===== config.mk =====
export PLATFORM = sky130hd
export DESIGN_NAME = point_set_collision_check
export DESIGN_NICKNAME = d
export VERILOG_FILES = /design/src/sv/psc_pkg.sv /design/src/sv/psc_ram.sv /design/src/sv/psc_ctrl.sv /design/src/sv/psc_datapath.sv /design/src/sv/point_set_collision_check.sv
export SDC_FILE = /design/constraint.sdc
export NUM_CORES = 2
export LEC_CHECK = 0
export ABC_CLOCK_PERIOD_IN_PS = 8100
export BUFFER_PORTS_ARGS = -buffer_cell sky130_fd_sc_hd__buf_2
export CAP_MARGIN = 20
export CORE_MARGIN = 8
export CORE_UTILIZATION = 47
export CTS_CLUSTER_DIAMETER = 60
export CTS_CLUSTER_SIZE = 40
export DETAILED_ROUTE_END_ITERATION = 10
export SYNTH_ARGS = -nofsm -noshare
export SYNTH_HDL_FRONTEND = slang
export SYNTH_SLANG_ARGS = --single-unit

===== constraint.sdc =====
create_clock -name clock -period 8.1 [get_ports clock]
set_input_delay 2.025 -clock clock [delete_from_list [all_inputs] [get_ports clock]]
set_output_delay 2.025 -clock clock [all_outputs]
set_load 0.02 [all_outputs]

===== src/sv/psc_pkg.sv =====
// shared types and constants for the point set collision check
// depends on nothing; imported by every module of the block except psc_ram

package psc_pkg;

   // coordinate widths: stored offsets and exact global sums
   localparam int COORD_W = 12;
   localparam int SUM_W   = COORD_W + 1;
   localparam int PT_W    = 2 * COORD_W;

   // request action codes
   localparam logic [1:0] ACT_LOAD_ONE = 2'd0;
   localparam logic [1:0] ACT_LOAD_TWO = 2'd1;
   localparam logic [1:0] ACT_POINT    = 2'd2;
   localparam logic [1:0] ACT_OVERLAP  = 2'd3;

   // controller states
   typedef enum logic [2:0] {
      ST_IDLE,
      ST_FETCH,
      ST_ADD,
      ST_SCAN,
      ST_DRAIN,
      ST_RESP
   } state_type;

   // commands from controller to datapath
   typedef struct packed {
      logic accept;
      logic take_target;
      logic scan;
      logic next_outer;
      logic resp_load;
   } cmd_type;

   // status from datapath to controller
   typedef struct packed {
      logic empty;
      logic inner_last;
      logic outer_last;
      logic hit_now;
      logic rsp_free;
   } sts_type;

endpackage


===== src/sv/psc_ram.sv =====
// generic single write port, single read port memory with registered read
// no dependencies

module psc_ram #(
   parameter int WIDTH = 24,
   parameter int DEPTH = 64,
   localparam int AW   = (DEPTH > 1) ? $clog2(DEPTH) : 1
) (
   input  logic             clock,
   input  logic             wr_en,
   input  logic [AW-1:0]    wr_addr,
   input  logic [WIDTH-1:0] wr_data,
   input  logic [AW-1:0]    rd_addr,
   output logic [WIDTH-1:0] rd_data
);

   logic [WIDTH-1:0] mem_ff [DEPTH];
   logic [WIDTH-1:0] rd_data_ff;

   // write and registered read
   always_ff @(posedge clock) begin
      if (wr_en) begin
         mem_ff[wr_addr] <= wr_data;
      end
      rd_data_ff <= mem_ff[rd_addr];
   end

   assign rd_data = rd_data_ff;

endmodule


===== src/sv/psc_ctrl.sv =====
// controller state machine: sequences loads, the nested compare scan and the response
// depends on psc_pkg

module psc_ctrl
   import psc_pkg::*;
(
   input  logic       clock,
   input  logic       reset,
   input  logic       req_valid,
   input  logic [1:0] req_action,
   output logic       req_ready,
   input  sts_type    sts,
   output cmd_type    cmd
);

   state_type state_ff, state_in;

   // state register
   always_ff @(posedge clock) begin
      if (reset) begin
         state_ff <= ST_IDLE;
      end else begin
         state_ff <= state_in;
      end
   end

   // next state and commands
   always_comb begin
      state_in        = state_ff;
      cmd             = '0;
      req_ready       = 1'b0;
      unique case (state_ff)
         ST_IDLE: begin
            req_ready = 1'b1;
            if (req_valid) begin
               cmd.accept = 1'b1;
               unique case (req_action)
                  ACT_LOAD_ONE, ACT_LOAD_TWO: state_in = ST_IDLE;
                  ACT_POINT:   state_in = sts.empty ? ST_RESP : ST_SCAN;
                  ACT_OVERLAP: state_in = sts.empty ? ST_RESP : ST_FETCH;
                  default:     state_in = ST_IDLE;
               endcase
            end
         end
         // outer point read is in flight
         ST_FETCH: state_in = ST_ADD;
         ST_ADD: begin
            cmd.take_target = 1'b1;
            state_in        = ST_SCAN;
         end
         // one shape two point read per cycle
         ST_SCAN: begin
            cmd.scan = 1'b1;
            if (sts.inner_last) begin
               state_in = ST_DRAIN;
            end
         end
         // last compare of the inner pass lands here
         ST_DRAIN: begin
            if (sts.hit_now || sts.outer_last) begin
               state_in = ST_RESP;
            end else begin
               cmd.next_outer = 1'b1;
               state_in       = ST_FETCH;
            end
         end
         ST_RESP: begin
            if (sts.rsp_free) begin
               cmd.resp_load = 1'b1;
               state_in      = ST_IDLE;
            end
         end
         default: state_in = ST_IDLE;
      endcase
   end

endmodule


===== src/sv/psc_datapath.sv =====
// datapath: shape memories, counts, scan indexes, target and compare, output register
// depends on psc_pkg and psc_ram

module psc_datapath
   import psc_pkg::*;
#(
   parameter int MAX_POINTS = 64
) (
   input  logic                      clock,
   input  logic                      reset,
   input  logic [1:0]                req_action,
   input  logic                      req_restart,
   input  logic signed [COORD_W-1:0] req_point_x,
   input  logic signed [COORD_W-1:0] req_point_y,
   input  logic signed [COORD_W-1:0] req_pos_one_x,
   input  logic signed [COORD_W-1:0] req_pos_one_y,
   input  logic signed [COORD_W-1:0] req_pos_two_x,
   input  logic signed [COORD_W-1:0] req_pos_two_y,
   input  cmd_type                   cmd,
   output sts_type                   sts,
   output logic                      rsp_valid,
   input  logic                      rsp_ready,
   output logic                      rsp_hit
);

   localparam int CNT_W = $clog2(MAX_POINTS + 1);
   localparam int IDX_W = (MAX_POINTS > 1) ? $clog2(MAX_POINTS) : 1;

   logic [CNT_W-1:0] cnt1_ff, cnt1_in, cnt2_ff, cnt2_in;
   logic [CNT_W-1:0] cnt1_m1, cnt2_m1;
   logic [IDX_W-1:0] i_ff, i_in, j_ff, j_in;
   logic             wr1_en, wr2_en;
   logic [IDX_W-1:0] wr1_addr, wr2_addr;
   logic [PT_W-1:0]  wr_data, rd1_data, rd2_data;

   logic signed [COORD_W-1:0] p1x_ff, p1y_ff, p2x_ff, p2y_ff;
   logic signed [SUM_W-1:0]   tx_ff, tx_in, ty_ff, ty_in;
   logic signed [SUM_W-1:0]   gx2, gy2;
   logic                      is_point_ff, is_point_in;
   logic                      cmp_vld_ff, hit_ff, hit_in, match;
   logic                      rsp_valid_ff, rsp_valid_in, rsp_hit_ff;

   // load decode: restart goes to entry zero, a full list drops the point
   always_comb begin
      wr1_en   = cmd.accept && (req_action == ACT_LOAD_ONE) &&
                 (req_restart || (cnt1_ff != CNT_W'(MAX_POINTS)));
      wr2_en   = cmd.accept && (req_action == ACT_LOAD_TWO) &&
                 (req_restart || (cnt2_ff != CNT_W'(MAX_POINTS)));
      wr1_addr = req_restart ? '0 : cnt1_ff[IDX_W-1:0];
      wr2_addr = req_restart ? '0 : cnt2_ff[IDX_W-1:0];
      wr_data  = {req_point_x, req_point_y};
      cnt1_in  = cnt1_ff;
      cnt2_in  = cnt2_ff;
      if (wr1_en) begin
         cnt1_in = req_restart ? CNT_W'(1) : cnt1_ff + CNT_W'(1);
      end
      if (wr2_en) begin
         cnt2_in = req_restart ? CNT_W'(1) : cnt2_ff + CNT_W'(1);
      end
   end

   always_ff @(posedge clock) begin
      if (reset) begin
         cnt1_ff <= '0;
         cnt2_ff <= '0;
      end else begin
         cnt1_ff <= cnt1_in;
         cnt2_ff <= cnt2_in;
      end
   end

   psc_ram #(.WIDTH(PT_W), .DEPTH(MAX_POINTS)) u_ram_one (
      .clock   (clock),
      .wr_en   (wr1_en),
      .wr_addr (wr1_addr),
      .wr_data (wr_data),
      .rd_addr (i_ff),
      .rd_data (rd1_data)
   );

   psc_ram #(.WIDTH(PT_W), .DEPTH(MAX_POINTS)) u_ram_two (
      .clock   (clock),
      .wr_en   (wr2_en),
      .wr_addr (wr2_addr),
      .wr_data (wr_data),
      .rd_addr (j_ff),
      .rd_data (rd2_data)
   );

   // scan indexes and target point
   always_comb begin
      i_in        = i_ff;
      j_in        = j_ff;
      tx_in       = tx_ff;
      ty_in       = ty_ff;
      is_point_in = is_point_ff;
      if (cmd.accept) begin
         i_in        = '0;
         j_in        = '0;
         is_point_in = (req_action == ACT_POINT);
         tx_in       = SUM_W'(req_point_x);
         ty_in       = SUM_W'(req_point_y);
      end else if (cmd.next_outer) begin
         i_in = IDX_W'(i_ff + 1'b1);
         j_in = '0;
      end else if (cmd.scan) begin
         j_in = IDX_W'(j_ff + 1'b1);
      end
      if (cmd.take_target) begin
         tx_in = SUM_W'($signed(rd1_data[PT_W-1:COORD_W])) + SUM_W'(p1x_ff);
         ty_in = SUM_W'($signed(rd1_data[COORD_W-1:0])) + SUM_W'(p1y_ff);
      end
   end

   always_ff @(posedge clock) begin
      i_ff        <= i_in;
      j_ff        <= j_in;
      tx_ff       <= tx_in;
      ty_ff       <= ty_in;
      is_point_ff <= is_point_in;
      if (cmd.accept) begin
         p1x_ff <= req_pos_one_x;
         p1y_ff <= req_pos_one_y;
         p2x_ff <= req_pos_two_x;
         p2y_ff <= req_pos_two_y;
      end
   end

   // shape two point placed at its position against the target
   always_comb begin
      gx2    = SUM_W'($signed(rd2_data[PT_W-1:COORD_W])) + SUM_W'(p2x_ff);
      gy2    = SUM_W'($signed(rd2_data[COORD_W-1:0])) + SUM_W'(p2y_ff);
      match  = (gx2 == tx_ff) && (gy2 == ty_ff);
      hit_in = hit_ff;
      if (cmd.accept) begin
         hit_in = 1'b0;
      end else if (cmp_vld_ff && match) begin
         hit_in = 1'b1;
      end
   end

   always_ff @(posedge clock) begin
      if (reset) begin
         cmp_vld_ff <= 1'b0;
         hit_ff     <= 1'b0;
      end else begin
         cmp_vld_ff <= cmd.scan;
         hit_ff     <= hit_in;
      end
   end

   // output register, freed when the response is taken
   always_comb begin
      rsp_valid_in = rsp_valid_ff;
      if (cmd.resp_load) begin
         rsp_valid_in = 1'b1;
      end else if (rsp_ready) begin
         rsp_valid_in = 1'b0;
      end
   end

   always_ff @(posedge clock) begin
      if (reset) begin
         rsp_valid_ff <= 1'b0;
      end else begin
         rsp_valid_ff <= rsp_valid_in;
      end
      if (cmd.resp_load) begin
         rsp_hit_ff <= hit_ff;
      end
   end

   assign rsp_valid = rsp_valid_ff;
   assign rsp_hit   = rsp_hit_ff;

   // status
   always_comb begin
      cnt1_m1        = cnt1_ff - CNT_W'(1);
      cnt2_m1        = cnt2_ff - CNT_W'(1);
      sts.empty      = (cnt2_ff == '0) ||
                       ((req_action == ACT_OVERLAP) && (cnt1_ff == '0));
      sts.inner_last = (j_ff == cnt2_m1[IDX_W-1:0]);
      sts.outer_last = is_point_ff || (i_ff == cnt1_m1[IDX_W-1:0]);
      sts.hit_now    = hit_ff || (cmp_vld_ff && match);
      sts.rsp_free   = !rsp_valid_ff || rsp_ready;
   end

endmodule


===== src/sv/point_set_collision_check.sv =====
// Point set collision check. Loads give no response; the block is ready again in the next
// cycle. A point query scans shape two once, one stored point a cycle, then answers. An
// overlap query reads one shape one point, then scans shape two against it, for each shape
// one point in turn, and stops after the first point pass that finds a hit. Each shape
// memory has a single read port. A query on an empty shape answers no hit without a scan.
// Depends on psc_pkg, psc_ctrl, psc_datapath and psc_ram.

module point_set_collision_check
   import psc_pkg::*;
#(
   parameter int MAX_POINTS = 64
) (
   input  logic                      clock,
   input  logic                      reset,
   input  logic                      req_valid,
   output logic                      req_ready,
   input  logic [1:0]                req_action,
   input  logic                      req_restart,
   input  logic signed [COORD_W-1:0] req_point_x,
   input  logic signed [COORD_W-1:0] req_point_y,
   input  logic signed [COORD_W-1:0] req_pos_one_x,
   input  logic signed [COORD_W-1:0] req_pos_one_y,
   input  logic signed [COORD_W-1:0] req_pos_two_x,
   input  logic signed [COORD_W-1:0] req_pos_two_y,
   output logic                      rsp_valid,
   input  logic                      rsp_ready,
   output logic                      rsp_hit
);

   cmd_type cmd;
   sts_type sts;

   psc_ctrl u_ctrl (
      .clock      (clock),
      .reset      (reset),
      .req_valid  (req_valid),
      .req_action (req_action),
      .req_ready  (req_ready),
      .sts        (sts),
      .cmd        (cmd)
   );

   psc_datapath #(.MAX_POINTS(MAX_POINTS)) u_datapath (
      .clock         (clock),
      .reset         (reset),
      .req_action    (req_action),
      .req_restart   (req_restart),
      .req_point_x   (req_point_x),
      .req_point_y   (req_point_y),
      .req_pos_one_x (req_pos_one_x),
      .req_pos_one_y (req_pos_one_y),
      .req_pos_two_x (req_pos_two_x),
      .req_pos_two_y (req_pos_two_y),
      .cmd           (cmd),
      .sts           (sts),
      .rsp_valid     (rsp_valid),
      .rsp_ready     (rsp_ready),
      .rsp_hit       (rsp_hit)
   );

`ifndef SYNTH
   // a load request never makes the block busy
   a_load_keeps_ready: assert property (@(posedge clock) disable iff (reset)
      (req_valid && req_ready &&
       (req_action == ACT_LOAD_ONE || req_action == ACT_LOAD_TWO)) |=> req_ready)
      else $error("load request left the block busy");

   // a query request always makes the block busy in the cycle after its acceptance
   a_query_busy: assert property (@(posedge clock) disable iff (reset)
      (req_valid && req_ready &&
       (req_action == ACT_POINT || req_action == ACT_OVERLAP)) |=> !req_ready)
      else $error("query request did not occupy the block");

   // a response appears only out of query work
   a_rsp_from_query: assert property (@(posedge clock) disable iff (reset)
      $rose(rsp_valid) |-> $past(!req_ready))
      else $error("response appeared without a query in progress");
`endif

endmodule


==> flow_metrics.py <==
metrics = {
    "die": {
        "fp.dieW_um": 530,
        "io_pins": 82,
        "die_h_um": 530,
        "start_util": 0.471,
        "die-area_mm2": 0.281,
        "core_mm2": 0.264,
        "rows": 189,
    },
    "yosys": {
        "synth_mux_area_frac": 0.184,
        "synth_top_family_by_area": "multiplexers",
        "yosys.area_share.xor_xnor": 0.00550,
        "synth_compound_area_frac": 0.00798,
        "synthArstFlopShare": 0,
        "yosysMostFrequentCell": "edfxtp_1",
        "ys.flop_type": "edfxtp_1",
        "ys_top_cells_by_count": "3148 x edfxtp_1, 1008 x mux4_2, 173 x nor2_1",
        "synth-adder-area-share": 0.00608,
        "netlist_instances": 5219,
        "synth_area_leaders": "edfxtp_1 76%, mux4_2 18%, dfxtp_1 1.3%, ha_1 0.54%, nor2_1 0.52%",
        "synth.largest_area_cell": "edfxtp_1",
        "netlist_area_mm2": 0.124,
        "syn_nets": 5356,
        "synth_edf_count": 3148,
        "seq_area_frac_synth": 0.773,
        "yosysWarnings": 0,
        "synth_top_area_frac": 0.761,
        "syn_area_per_cell_um2": 23.8,
        "synth_cell_type_count": 65,
        "synthSimpleGateAreaFrac": 0.0150,
        "synth_seq_cells": 3228,
    },
    "worst_setup_path": {
        "end_kind": "register",
        "start_kind": "input pin",
        "cp_max_fo": 14,
        "cp.required_ns": 8.68,
        "arrival_ns": 6.12,
        "critPathKind": "in -> reg",
    },
    "timing": {
        "layout_setup_ws_ns": 2.56,
        "period_share": 0.683,
        "timing.fmax_mhz": 181,
        "fin_tns_setup_ns": 0,
        "hold_ws_ns": 0.519,
        "finalHoldViolCount": 0,
        "slew_violations": 0,
        "clock_skew_ns": 0.0512,
        "rsz0062_at_grt": "false",
        "relSlewSlack": 0.238,
        "report.final.setup_viol": 0,
        "fin_crit_ns": 5.54,
        "worst_slew_pin_slew_ns": 1.14,
    },
    "place": {
        "dp_hpwl_um": 205000,
        "pre_cts_ws_ns": 1.78,
        "place_area_mm2": 0.130,
        "gp_congestion": 0.913,
        "portBuffers": 81,
    },
    "cts": {
        "postCtsSetupBuffers": 0,
        "clock_path_buffers": 3,
        "cts_hold_buf": 0,
        "numCtsBuffers": 176,
        "cts.sinks": 3228,
        "clock_latency_ns": 0.89,
        "ctsHtreeMaxLevel": 4,
        "cts_tree": "done",
        "clk_pin_slew_worst_paths_ns": 0.10,
        "cts_resized": 0,
        "root_buffer": "clkbuf_16",
    },
    "route": {
        "route.vias.total": 56577,
        "wl_per_cell_um": 35.4,
        "drtAntennaViolNets": 0,
        "drc": 0,
        "wl_um": 322000,
        "firstDrtPassIters": 6,
        "drtIter0Drc": 7679,
        "avgViaCountPerCell": 6.21,
    },
    "power_and_ir_drop": {
        "ir_drop_mv": 0.230,
        "pwr_density_cell_mw_per_mm2": 264,
        "p_leak_uw": 0.0405,
    },
    "global_routing": {
        "grt_overflow_total": 0,
        "grt_max_degree": 146,
        "grt_pass1_wl_um": 448000,
        "grt_pass1_vias": 55655,
        "grt_antenna_before_repair": 39,
        "track_usage": 0.228,
    },
    "finish": {
        "layout-drive-gt1-share": 0.314,
        "final_nets": 5544,
        "area_growth_pct": 10.3,
        "fin_area_mm2": 0.137,
    },
    "status": {
        "outcome": "finished, final reports clean",
    },
    "flow_run": {
        "cap_violations": 0,
    },
    "hold_path": {
        "hold_class": "reg -> reg",
    },
}
## where the power goes
group | total [uW] | internal (uW) | switching [uW] | leakage, uW
clock network | 11000 | 4770 | 6240 | 0.00325
registers | 18800 | 18600 | 232 | 0.0290
logic | 6390 | 2820 | 3570 | 0.00820
## final cells by class
type                       instances  area (um^2)
sequential                      3228        96200
inverter                          22         82.6
clock buffer                     186         4560
multi-input combinational       1716        27600
antenna                           10         25.0
tap                             3533         4420
clock inverter                   146         2260
timing repair buffer             263         2010
fill                           20126       127000
## worst max-delay path, cell delays in order
cell and delay [ns]:
buf_2 0.10, or4b_2 0.83, nor2_1 0.21, nand2_1 0.08, a41oi_1 0.50, and2_1 0.27, nor2b_1 0.25, nand2_1 0.53
buf_4 0.40, nor2_2 0.54, buf_4 0.36
## per-stage QoR
step | instances | util | total power (uW)
floorplan | 5219 | - | 23200
global placement | 8756 | 0.493 | 25600
detailed placement | 8758 | 0.493 | 25700
CTS | 9090 | 0.519 | 36500
global route | 9096 | 0.519 | 37400
finish | 9104 | 0.519 | 36200
## sequential cells by signal (all words and copies together) (netlist names), 6 cells and up
name                          cells
u_datapath.tx_ff                 13
u_datapath.p2y_ff                12
u_datapath.cnt2_ff                7
u_datapath.p2x_ff                12
u_datapath.u_ram_two.rd_data     24
u_datapath.cnt1_ff                7
u_datapath.j_ff                   6
u_datapath.p1y_ff                12
u_datapath.u_ram_one.mem_ff    1536
u_datapath.u_ram_one.rd_data     24
u_datapath.ty_ff                 13
u_datapath.p1x_ff                12
u_datapath.u_ram_two.mem_ff    1536
u_datapath.i_ff                   6
## worst paths after layout
check	to	from	cells after the start	slack [ns]
worst max register to register	u_datapath.u_ram_two.mem_ff[60][9]$_DFFE_PP_	u_ctrl.state_ff[1]$_SDFFE_PP0P_	10	3.25
worst min register to register	u_datapath.cnt1_ff[6]$_SDFFE_PP0P_	u_datapath.cnt1_ff[6]$_SDFFE_PP0P_	2	0.52
worst max-delay path	u_datapath.u_ram_two.mem_ff[60][9]$_DFFE_PP_	req_valid	11	2.56
worst min-delay path	u_datapath.cnt1_ff[6]$_SDFFE_PP0P_	u_datapath.cnt1_ff[6]$_SDFFE_PP0P_	2	0.52
## routing by layer
layer  part of all wire  global-route usage  vias up
met5           0.000050                   0        -
met4              0.028              0.0583        2
li1                   -                   -    22714
met3              0.078              0.0358      340
met1               0.42               0.340    31145
met2               0.48               0.358     2376
## cells in the final DEF, fill, tap and decap left out, drive strengths merged, types with 12 or more instances in the layout
master / count
edfxtp: 3148
mux4: 1008
buf: 263
clkbuf: 186
nor2: 174
inv: 99
dfxtp: 80
nand2: 79
clkinv: 59
o21ai: 58
ha: 54
xnor2: 40
a21oi: 39
xor2: 38
nand3: 31
nor3: 28
nor2b: 16
a21o: 12
## cell families after synthesis
kind of cell	Yosys count
compound gates	160
simple gates	400
fa+ha+maj	58
xor+xnor	78
buf+inv	275
flops	3228
mux	1020
Note: power is estimated with default switching activity, not from simulation.
